[src/hw/rtl/assert_macros.svh]
// Assertion helpers: clock is always named clock, reset is reset.
`ifndef ASSERT_MACROS_SVH
`define ASSERT_MACROS_SVH

// Same-cycle implication.
`define ASSERT_SAME(label, ante, cons) \
   label: assert property (@(posedge clock) disable iff (reset) (ante) |-> (cons)) \
      else $error("assertion failed");

// Next-cycle implication.
`define ASSERT_NEXT(label, ante, cons) \
   label: assert property (@(posedge clock) disable iff (reset) (ante) |=> (cons)) \
      else $error("assertion failed");

`endif

[src/hw/rtl/ietp_pkg.sv]
package ietp_pkg;

   // Parse phases
   localparam logic [3:0] PH_HEADER   = 4'd0;
   localparam logic [3:0] PH_UNKNOWN  = 4'd1;
   localparam logic [3:0] PH_V4       = 4'd2;
   localparam logic [3:0] PH_V6_OPEN  = 4'd3;
   localparam logic [3:0] PH_V6_START = 4'd4;
   localparam logic [3:0] PH_V6_LEAD  = 4'd5;
   localparam logic [3:0] PH_V6_DCOL  = 4'd6;
   localparam logic [3:0] PH_V6_GROUP = 4'd7;
   localparam logic [3:0] PH_V6_COLON = 4'd8;
   localparam logic [3:0] PH_V6_CLOSE = 4'd9;
   localparam logic [3:0] PH_PORT     = 4'd10;

   localparam logic [3:0] ZERO_NONE   = 4'd15;

   localparam logic [1:0] VER_NONE    = 2'd0;
   localparam logic [1:0] VER_V4      = 2'd1;
   localparam logic [1:0] VER_V6      = 2'd2;
   localparam logic [1:0] VER_PROV    = 2'd3;

   localparam logic [1:0] PROTO_NONE  = 2'd0;
   localparam logic [1:0] PROTO_TCP   = 2'd1;
   localparam logic [1:0] PROTO_UDP   = 2'd2;

   localparam logic [7:0] CH_DOT    = 8'h2E;
   localparam logic [7:0] CH_COLON  = 8'h3A;
   localparam logic [7:0] CH_OPEN   = 8'h5B;
   localparam logic [7:0] CH_CLOSE  = 8'h5D;

   typedef struct packed {
      logic [7:0] char_code;
      logic       last_char;
   } ietp_req_type;

   typedef struct packed {
      logic        status;
      logic [1:0]  ip_version;
      logic [1:0]  protocol;
      logic [31:0] ipv4_address;
      logic [63:0] ipv6_upper;
      logic [63:0] ipv6_lower;
      logic [15:0] port_number;
   } ietp_rsp_type;

   typedef struct packed {
      logic [3:0]       phase;
      logic [2:0]       hpos;
      logic [1:0]       ver;
      logic [1:0]       proto;
      logic [15:0]      acc;
      logic [2:0]       dcnt;
      logic [3:0]       fidx;
      logic [3:0]       zrun;
      logic [7:0][15:0] grp;
      logic [3:0][7:0]  oct;
      logic [15:0]      port;
      logic             err;
   } ietp_state_type;

   localparam ietp_state_type STATE_RESET = '{
      phase: PH_HEADER, hpos: 3'd0, ver: VER_NONE, proto: PROTO_NONE, acc: 16'd0,
      dcnt: 3'd0, fidx: 4'd0, zrun: ZERO_NONE, grp: '0, oct: '0, port: 16'd0,
      err: 1'b0};

   function automatic logic is_hex(input logic [7:0] c);
      return (c >= "0" && c <= "9") || (c >= "a" && c <= "f") || (c >= "A" && c <= "F");
   endfunction

   function automatic logic [3:0] hex_val(input logic [7:0] c);
      logic [7:0] v;
      if (c >= "0" && c <= "9") v = c - 8'h30;
      else if (c >= "a" && c <= "f") v = c - 8'h57;
      else v = c - 8'h37;
      return v[3:0];
   endfunction

   // Expanded IPv6 group i, with the zero run filled in
   function automatic logic [15:0] expand_group(input logic [7:0][15:0] grp,
                                                input logic [3:0] fidx,
                                                input logic [3:0] zrun,
                                                input logic [2:0] i);
      logic [3:0] parts;
      logic [4:0] zend;
      logic [2:0] src;
      parts = (fidx > 4'd8) ? 4'd8 : fidx;
      zend  = {1'b0, zrun} + 5'd8 - {1'b0, parts};
      src   = i + parts[2:0];
      if (zrun == ZERO_NONE || {1'b0, i} < zrun) return grp[i];
      else if ({2'b00, i} < zend) return 16'd0;
      else return grp[src];
   endfunction

endpackage

[src/hw/rtl/ip_endpoint_text_parser_top.sv]
// channel | ports                          | word
// req     | req_valid, req_stall, req_word | one character and its last mark
// rsp     | rsp_valid, rsp_stall, rsp_word | parse result, one per text
// One character per cycle while req_stall is low; the result appears in the cycle after the last character is taken.
// The per-character parse state and the result register are the only stages.
// Reset clears the parse state and empties the result register.
// req_stall is high only while a result is held and rsp_stall is high.
module ip_endpoint_text_parser_top
   import ietp_pkg::*;
(
   input  logic         clock,
   input  logic         reset,
   input  logic         req_valid,
   output logic         req_stall,
   input  ietp_req_type req_word,
   output logic         rsp_valid,
   input  logic         rsp_stall,
   output ietp_rsp_type rsp_word
);

`include "assert_macros.svh"

   ietp_state_type st_ff, st_in, st_step;
   ietp_rsp_type   rsp_word_ff, rsp_word_in;
   logic           rsp_valid_ff, rsp_valid_in;
   logic           accept;
   logic           ok;
   logic           hdone;
   logic [2:0]     gi;

   assign req_stall = rsp_valid_ff & rsp_stall;
   assign accept    = req_valid & ~req_stall;

   ietp_step u_step (.cur(st_ff), .c(req_word.char_code), .nxt(st_step));

   // Result from the updated state
   always_comb begin
      ok    = !st_step.err && (st_step.phase == PH_PORT || st_step.phase == PH_UNKNOWN);
      hdone = st_step.phase != PH_HEADER;
      gi    = 3'd0;
      rsp_word_in              = '0;
      rsp_word_in.status       = ~ok;
      rsp_word_in.ip_version   = ((hdone || st_step.hpos >= 3'd2) && st_step.ver != VER_PROV)
                                 ? st_step.ver : VER_NONE;
      rsp_word_in.protocol     = hdone ? st_step.proto : PROTO_NONE;
      if (ok && st_step.phase == PH_PORT) begin
         if (st_step.ver == VER_V4)
            rsp_word_in.ipv4_address = {st_step.oct[0], st_step.oct[1],
                                        st_step.oct[2], st_step.oct[3]};
         else
            for (int i = 0; i < 4; i++) begin
               gi = 3'(i);
               rsp_word_in.ipv6_upper[63-16*i -: 16] =
                  expand_group(st_step.grp, st_step.fidx, st_step.zrun, gi);
               rsp_word_in.ipv6_lower[63-16*i -: 16] =
                  expand_group(st_step.grp, st_step.fidx, st_step.zrun, gi + 3'd4);
            end
         rsp_word_in.port_number = st_step.port;
      end
   end

   // Next parse state: back to reset after each text
   always_comb begin
      st_in = st_ff;
      if (accept) st_in = req_word.last_char ? STATE_RESET : st_step;
   end

   assign rsp_valid_in = (accept & req_word.last_char) | req_stall;

   always_ff @(posedge clock) begin
      if (reset) begin
         st_ff        <= STATE_RESET;
         rsp_valid_ff <= 1'b0;
      end else begin
         st_ff        <= st_in;
         rsp_valid_ff <= rsp_valid_in;
      end
   end

   always_ff @(posedge clock) begin
      if (accept && req_word.last_char) rsp_word_ff <= rsp_word_in;
   end

   assign rsp_valid = rsp_valid_ff;
   assign rsp_word  = rsp_word_ff;

   `ASSERT_NEXT(a_last_gives_word, accept && req_word.last_char, rsp_valid)
   `ASSERT_NEXT(a_last_resets, accept && req_word.last_char, st_ff.phase == PH_HEADER)
   `ASSERT_SAME(a_err_no_addr, rsp_valid && rsp_word.status,
                rsp_word.ipv4_address == 32'd0 && rsp_word.port_number == 16'd0)

endmodule

[src/hw/rtl/ietp_step.sv]
module ietp_step
   import ietp_pkg::*;
(
   input  ietp_state_type cur,
   input  logic [7:0]     c,
   output ietp_state_type nxt
);

   logic       dec;
   logic       hex;
   logic [3:0] h;
   logic [3:0] d;
   logic [3:0] fidx_inc;
   logic [7:0] v4_sep;

   assign dec      = (c >= "0") && (c <= "9");
   assign hex      = is_hex(c);
   assign h        = hex_val(c);
   assign d        = hex_val(c);
   assign fidx_inc = cur.fidx + 4'd1;
   assign v4_sep   = (cur.fidx < 4'd3) ? CH_DOT : CH_COLON;

   // Per-character update
   always_comb begin
      nxt = cur;
      if (!cur.err) begin
         case (cur.phase)
            PH_HEADER: begin
               case (cur.hpos)
                  3'd0: nxt.ver = (c == "v") ? VER_PROV : VER_NONE;
                  3'd1: begin
                     if (cur.ver == VER_PROV && c == "4") nxt.ver = VER_V4;
                     else if (cur.ver == VER_PROV && c == "6") nxt.ver = VER_V6;
                     else nxt.ver = VER_NONE;
                  end
                  3'd2: nxt.proto = (c == "t") ? PROTO_TCP : (c == "u") ? PROTO_UDP : PROTO_NONE;
                  3'd3: begin
                     if (!((cur.proto == PROTO_TCP && c == "c") ||
                           (cur.proto == PROTO_UDP && c == "d")))
                        nxt.proto = PROTO_NONE;
                  end
                  default: begin
                     if (c != "p") nxt.proto = PROTO_NONE;
                     nxt.phase = (cur.ver == VER_V4) ? PH_V4 :
                                 (cur.ver == VER_V6) ? PH_V6_OPEN : PH_UNKNOWN;
                  end
               endcase
               if (cur.hpos < 3'd4) nxt.hpos = cur.hpos + 3'd1;
            end
            PH_UNKNOWN: ;
            PH_V4: begin
               if (c == v4_sep) begin
                  if (cur.dcnt == 3'd0) nxt.err = 1'b1;
                  else begin
                     nxt.oct[cur.fidx[1:0]] = cur.acc[7:0];
                     nxt.fidx = fidx_inc;
                     nxt.acc  = 16'd0;
                     nxt.dcnt = 3'd0;
                     if (fidx_inc >= 4'd4) nxt.phase = PH_PORT;
                  end
               end else if (dec && cur.dcnt < 3'd3) begin
                  nxt.acc  = (cur.acc << 3) + (cur.acc << 1) + {12'd0, d};
                  nxt.dcnt = cur.dcnt + 3'd1;
               end else nxt.err = 1'b1;
            end
            PH_V6_OPEN: begin
               if (c == CH_OPEN) nxt.phase = PH_V6_START; else nxt.err = 1'b1;
            end
            PH_V6_START, PH_V6_DCOL, PH_V6_COLON: begin
               if (cur.phase == PH_V6_START && c == CH_COLON) nxt.phase = PH_V6_LEAD;
               else if (cur.phase == PH_V6_DCOL && c == CH_CLOSE) nxt.phase = PH_V6_CLOSE;
               else if (cur.phase == PH_V6_COLON && c == CH_COLON && cur.zrun == ZERO_NONE) begin
                  nxt.zrun  = cur.fidx;
                  nxt.phase = PH_V6_DCOL;
               end else if (hex) begin
                  nxt.acc   = {12'd0, h};
                  nxt.dcnt  = 3'd1;
                  nxt.phase = PH_V6_GROUP;
               end else nxt.err = 1'b1;
            end
            PH_V6_LEAD: begin
               if (c == CH_COLON) begin
                  nxt.zrun  = 4'd0;
                  nxt.phase = PH_V6_DCOL;
               end else nxt.err = 1'b1;
            end
            PH_V6_GROUP: begin
               if (hex) begin
                  if (cur.dcnt >= 3'd4) nxt.err = 1'b1;
                  else begin
                     nxt.acc  = {cur.acc[11:0], h};
                     nxt.dcnt = cur.dcnt + 3'd1;
                  end
               end else if (c == CH_COLON || c == CH_CLOSE) begin
                  nxt.grp[cur.fidx[2:0]] = cur.acc;
                  nxt.fidx = fidx_inc;
                  nxt.acc  = 16'd0;
                  nxt.dcnt = 3'd0;
                  if (c == CH_COLON) begin
                     if (fidx_inc >= 4'd8) nxt.err = 1'b1;
                     else nxt.phase = PH_V6_COLON;
                  end else if ((cur.zrun != ZERO_NONE) ? (fidx_inc >= 4'd8)
                                                       : (fidx_inc != 4'd8))
                     nxt.err = 1'b1;
                  else nxt.phase = PH_V6_CLOSE;
               end else nxt.err = 1'b1;
            end
            PH_V6_CLOSE: begin
               if (c == CH_COLON) nxt.phase = PH_PORT; else nxt.err = 1'b1;
            end
            PH_PORT: begin
               if (dec) nxt.port = (cur.port << 3) + (cur.port << 1) + {12'd0, d};
               else nxt.err = 1'b1;
            end
            default: nxt.err = 1'b1;
         endcase
      end
   end

endmodule

[config.mk]
export PLATFORM = sky130hd
export DESIGN_NAME = ip_endpoint_text_parser_top
export DESIGN_NICKNAME = d
export VERILOG_FILES = /design/src/hw/rtl/ietp_pkg.sv /design/src/hw/rtl/ip_endpoint_text_parser_top.sv /design/src/hw/rtl/ietp_step.sv
export VERILOG_INCLUDE_DIRS = /design/src /design/src/hw/rtl
export SDC_FILE = /design/constraint.sdc
export NUM_CORES = 1
export LEC_CHECK = 0
export ABC_AREA = 0
export BUFFER_PORTS_ARGS = -buffer_cell sky130_fd_sc_hd__buf_2
export CORE_MARGIN = 2
export CORE_UTILIZATION = 44
export CTS_BUF_LIST = sky130_fd_sc_hd__clkbuf_16
export CTS_CLUSTER_DIAMETER = 120
export DETAILED_ROUTE_END_ITERATION = 10
export PLACE_DENSITY = 0.64
export SETUP_SLACK_MARGIN = 0.1
export SYNTH_ARGS = -nofsm -noshare
export SYNTH_HDL_FRONTEND = slang
export SYNTH_SLANG_ARGS = --single-unit
[constraint.sdc]
create_clock -name clock -period 11.3 [get_ports clock]
set_input_delay 0.565 -clock clock [delete_from_list [all_inputs] [get_ports clock]]
set_output_delay 0.565 -clock clock [all_outputs]
set_load 0.05 [all_outputs]
# After elaboration in Yosys (flattened, before gate mapping)
# Cells that the tools add are included.
# W data, S select, Z words.
totals:
  ff_bits: 397
  output_inout_bits: 183
op_classes:
  addsub: 19
  magnitude_cmp: 42
  eq_ne: 47
  muxes: 119
  n_bitwise: 7
  n_reduce_logical: 46
op_table:
  columns: ["operator", "count"]
  rows:
  - ["$mux W16", 27]
  - ["$mux W215", 2]
  - ["$bmux W16 S3", 8]
  - ["$mux W128", 3]
  - ["$mux W19", 8]
  - ["$bwmux W128", 1]
  - ["$mux W4", 26]
  - ["$mux W32", 3]
  - ["$pmux W19 S3", 1]
  - ["$eq A8 B7 Y1 const B", 7]
  - ["$demux W16 S3", 1]
  - ["$mux W23", 2]
  - ["$lt A3 B4 Y1 const B", 9]
  - ["$add A16 B16 Y16", 2]
  - ["$add A16 B4 Y16", 2]
  - ["$bwmux W32", 1]
  - ["$pmux W4 S7", 1]
  - ["$eq A4 B4 Y1 const B", 6]
  - ["$eq A8 B6 Y1 const B", 3]
  - ["$lt A3 B5 Y1 const A", 4]
  - ["$logic_and A1 B1 Y1", 18]
  - ["$mux W1", 17]
  - ["$demux W8 S2", 1]
  - ["$eq A4 B3 Y1 const B", 4]
  - ["64 further kinds", 123]

# Longest topological paths before layout
logic_depth:
  word_depth: 17
  mapped_depth: 26
  mapped_depth_nobuf: 20

# By module
# A second synthesis with hierarchy kept.
hier_totals:
  hier_cells: 2940
  area_unflattened_um2: 26959.6
modules_own_cells:
  columns: ["module", "n_inst", "cells_per_inst", "area_each_um2", "seq_area_each_um2"]
  rows:
  - ["ip_endpoint_text_parser_top", 1, 2231, 21174.1, 9759.4]
  - ["ietp_step", 1, 709, 5785.5, 0.0]

# Least setup slack after synthesis
# Ideal clock, no wire load.
synth_path:
  path_type: "input port to flip-flop"
  start: "input req_word[1] (netlist bit)"
  end: "register rsp_word_ff (netlist bit rsp_word[140]), data pin"
  setup_ns: 0.275
  t_arrival_ns: 5.025
  required_ns: 11.025
  path_slack_ns: 6.000
  path_stages: 25
  n_path_buf: 6
  cell_sequence: "inv_1 ha_1 clkbuf_2 o21bai_1 a21oi_2 a21o_2 o31ai_4 a32o_1 or2_1 buf_2 clkbuf_1 clkbuf_1 ha_1 ha_1 a211oi_1 xor2_1 nand2_1 nor2_1 a21oi_1 clkbuf_1 nand3b_1 nor2_1 nand4_1 clkbuf_1 o221ai_1"
synth_via:
  elab_chain_cells: 16
synth_rtl:
  columns: ["item", "line_no", "source"]
  rows:
  - ["from (decl)", "ip_endpoint_text_parser_top.sv:15", "input ietp_req_type req_word,"]
  - ["$ge A8 B6 Y1, or another cell as far along", "ietp_pkg.sv:68, ietp_step.sv:16", null]
  - ["$logic_and A1 B1 Y1 (on tied branches)", "ietp_pkg.sv:68, ietp_step.sv:16", null]
  - ["$logic_or A1 B1 Y1 (2 in a row)", "ietp_pkg.sv:68", "return (c >= \"0\" && c <= \"9\") || (c >= \"a\" && c <= \"f\") || (c >= \"A\" && c <= \"F\");"]
  - ["$mux W4", "ietp_step.sv:75", "end else if (hex) begin"]
  - ["$mux W4", "ietp_step.sv:72", "else if (cur.phase == PH_V6_COLON && c == CH_COLON && cur.zrun == ZERO_NONE) begin"]
  - ["$mux W4", "ietp_step.sv:71", "else if (cur.phase == PH_V6_DCOL && c == CH_CLOSE) nxt.phase = PH_V6_CLOSE;"]
  - ["$mux W4", "ietp_step.sv:70", "if (cur.phase == PH_V6_START && c == CH_COLON) nxt.phase = PH_V6_LEAD;"]
  - ["$pmux W4 S7", "ietp_step.sv:27", "case (cur.phase)"]
  - ["$mux W215 (*)", "ietp_step.sv:26", "if (!cur.err) begin"]
  - ["branches (longest 6 deep; another with $sub A5 B4 Y5)", null, null]
  - ["to (signal assigned)", "ip_endpoint_text_parser_top.sv:81", "if (accept && req_word.last_char) rsp_word_ff <= rsp_word_in;"]
  - ["to (decl)", "ip_endpoint_text_parser_top.sv:24", "ietp_rsp_type rsp_word_ff, rsp_word_in;"]
# Mark *: on every way between the ends. The select of a mux whose other input is x is not followed.
# A chain may end at the register's enable or synchronous reset.

# Worst setup path after layout
layout_path:
  start: "register st_ff[181] (netlist bit)"
  end: "register rsp_word_ff (netlist bit rsp_word[143]), data pin"
layout_via:
  elab_chain_cells: 15
layout_rtl:
  columns: ["item", "line_no", "source"]
  rows:
  - ["from (decl)", "ip_endpoint_text_parser_top.sv:23", "ietp_state_type st_ff, st_in, st_step;"]
  - ["from (signal assigned)", "ip_endpoint_text_parser_top.sv:75", "st_ff <= st_in;"]
  - ["$add A4 B1 Y4", "ietp_step.sv:20", "assign fidx_inc = cur.fidx + 4'd1;"]
  - ["$ge A4 B4 Y1 / $ne A4 B4 Y1 (equally long branches)", "ietp_step.sv:100, ietp_step.sv:102, ietp_step.sv:103", null]
  - ["$mux W1", "ietp_step.sv:102", "end else if ((cur.zrun != ZERO_NONE) ? (fidx_inc >= 4'd8)"]
  - ["$mux W4", "ietp_step.sv:102", null]
  - ["$mux W4", "ietp_step.sv:99", "if (c == CH_COLON) begin"]
  - ["$mux W4", "ietp_step.sv:94", "end else if (c == CH_COLON || c == CH_CLOSE) begin"]
  - ["$mux W4", "ietp_step.sv:88", "if (hex) begin"]
  - ["$pmux W4 S7", "ietp_step.sv:27", null]
  - ["$mux W215 (*)", "ietp_step.sv:26", null]
  - ["branches (longest 6 deep; another with $sub A5 B4 Y5)", null, null]
# Marks and branches as above.

==> results.cfg <==
[global_route]
grt_pass1_vias = 21300
grt_max_degree = 111
grt_usage_pct = 33.6
antenna_found_initial = 3
grt_pass1_wl_mm = 143
grt_remaining_overflow = 0

[timing]
period_needed_ps = 6530
rsz0062_at_grt = false
slew_headroom_pct = 14.7
setup_tns_ps = 0
slew_viol_final = 0
setup_viol = 0
worstMarginPinSlew_ps = 1270
clock.fmax_ghz = 0.153
hold_viol = 0
timing.clock.skew_ps = 34.0
post-route-period-util_pct = 57.8
layout_setup_ws_ps = 4770

[floorplan]
die_y_um = 239
initial_core_util_pct = 44.4
top_level_ports = 196
core-area_um2 = 54900
dieArea_um2 = 57300
fp.dieW_um = 239
core.rowCount = 86

[critical_path]
path_class = reg2reg
cp_max_fo = 20
slowest_delay_ps = 890
ff2ff_setup_slack_ps = 4770
crit_start = st_ff[181]
reg2reg_from = st_ff[181]
arrival_ps = 6900
cp_cell_sequence = ha_1, nor3_1, mux2i_1, and4b_1, a21oi_2, mux2i_1, or2_2, ha_1, ha_1, a211oi_1, xor2_1, nand2_1, nor2_1, a21oi_1, nand3b_1, nor2_1, nand4_1, o221ai_1
crit_slowest_cell = nand4_1
endpoint = rsp_word[143]
crit_top_cell = ha_1
cp-end-kind = register
r2r_cells = 18
reg2reg_to = rsp_word[143]
start_kind = register
critPathRequiredTime_ps = 11670

[clock_network]
hold_buffers = 0
h-tree-depth = 2
cts_max_path_buffers = 3
post_cts_buffers = 0
numCtsBuffers = 45
ctsRootBufferMaster = clkbuf_16
cts_tree = built
clock_latency_ps = 610
cts_resized = 0
cts_sinks = 397
cts.reportedPaths.clkPinSlew_ps = 60

[hold_path]
hp-class = in2reg

[placement]
place.gp.congestion = 0.978
pre_cts_ws_ps = 4710
dp_hpwl_mm = 69.6
io_buffers = 195

[power_and_ir_drop]
leakage_nw = 9.86
clock_power_share_pct = 45.5
combPwrFrac_pct = 6.8
swShare_pct = 26.1
p_int_mw = 2.38
p_sw_uw = 841
power_mw = 3.22
p_per_area_nw_per_um2 = 118
ir_worst_vdd_uv = 92.2
power_frac_seq_pct = 47.7

[synth]
yosysWarnings = 0
synthesis.area_um2 = 24400
synth_top_area_share_pct = 22.3
synth.area.top_cells = edfxtp_1 22%, dfxtp_1 18%, nor2_1 7.5%
avgSynthCellArea_um2 = 8.79
ys_types = 107
synth_seq_area_share_pct = 40.0
ys_seq_elements = 397
yosys_most_used_dff = dfxtp_1
synth_cells = 2771
yosysTopAreaCell = edfxtp_1
async_flop_share_pct = 0
syn-num-nets = 2867
synth_edf_count = 181

[route]
wl_per_cell_um = 27.5
first_pass_iters = 7
drt_iter0_drc = 2959
ant_nets = 0
drc = 0
vias = 23100
via_per_inst = 6.46
wl_mm = 98.5

[final_layout]
area_growth_pct = 11.5
fillers = 5164
seq_area_um2 = 9760
final_common_cell = nor2_1
finish.net_count = 2937
layout_common_cells = 486 x nor2_1, 240 x nand2_1, 216 x dfxtp_1
layout-drive-gt1-share_pct = 17.2
multi_input_area_um2 = 13500

[outcome]
status = complete, no violations

[flow_run]
maxCapViolations = 0
## cells in the mapped netlist, types with 18 or more instances
cell      number
o21ai_1       18
xnor2_1       25
a21oi_1      195
o22ai_1       32
nand3_1       18
mux2i_1      111
o21ai_0      167
a22oi_1      197
ha_1          78
o221ai_1      68
nand2_1      241
nor3_1        27
buf_2         51
clkbuf_1     149
nor2b_1       19
o211ai_1      24
dfxtp_1      216
nor2_1       489
mux2_2       126
edfxtp_1     181
inv_1         54
## registers in the layout, indices dropped and copies added, names as in the netlist
name and cells:
rsp_valid 1, rsp_word 181, st_ff 215
## layout make-up
| cell class | count | share of cell area [%] |
|---|---|---|
| flip-flops and latches | 397 | 35.9 |
| inverters | 58 | 0.829 |
| clock inverters | 39 | 1.11 |
| clock buffers | 45 | 4.14 |
| repair buffers | 246 | 5.02 |
| diodes | 1 | 0.00921 |
| multi-input cells | 2093 | 49.7 |
| well taps | 704 | 3.24 |
## power groups by stage
| stage | sequential [mW] | clock, mW | combinational (mW) |
|---|---|---|---|
| 2_1_floorplan | 1.64 | 0 | 0.0794 |
| 3_3_place_gp | 1.57 | 0 | 0.215 |
| 3_5_place_dp | 1.57 | 0 | 0.217 |
| 4_1_cts | 1.54 | 1.48 | 0.217 |
| 5_1_grt | 1.54 | 1.53 | 0.229 |
| 6_report | 1.54 | 1.46 | 0.219 |
## critical path: cells and delay by family, from the launching register on
family	cells	cell delay, ps
mux	2	1160
simple gates	8	2560
fa+ha+maj	3	870
compound gates	4	1140
flops	1	430
xor+xnor	1	170
## cells by family (layout without fill, tap and decap cells)
family          count (synthesis)  count (layout)  share of synthesized area (%)
mux                           237             237                           10.4
buf+inv                       281             388                           4.75
other cells                     0               1                              0
simple gates                  916             916                           16.7
xor+xnor                       35              35                           1.26
fa+ha+maj                      83              83                           4.42
flops                         397             397                           40.0
compound gates                822             822                           22.4
## per-layer routing
layer | track usage (%) | share of wire [%]
met1 | 45.5 | 41
met2 | 49.8 | 43
met3 | 7.46 | 10
met4 | 18.2 | 6.0
met5 | 0 | 0.014
## worst min path at each step
stage / start / endpoint / slack (ps) / depth (start not counted)
5_1_grt: req_word[1] / st_ff[1] / 310 / 3
4_1_cts: req_word[1] / st_ff[1] / 280 / 3
3_3_place_gp: st_ff[160] / st_ff[160] / 460 / 2
6_report: req_word[1] / st_ff[1] / 300 / 3
2_1_floorplan: st_ff[177] / st_ff[177] / 450 / 2
3_5_place_dp: st_ff[160] / st_ff[160] / 480 / 2
## through the flow
step / cells / hold slack (ps) / area (µm²) / util [%]
floorplan: 2771 / 452 / 24400 / -
global placement: 3498 / 464 / 25700 / 46.9
detailed placement: 3498 / 476 / 25700 / 46.9
CTS: 3582 / 277 / 27200 / 49.5
global route: 3582 / 313 / 27200 / 49.5
finish: 3583 / 303 / 27200 / 49.5
(Power assumes the default switching activity.)
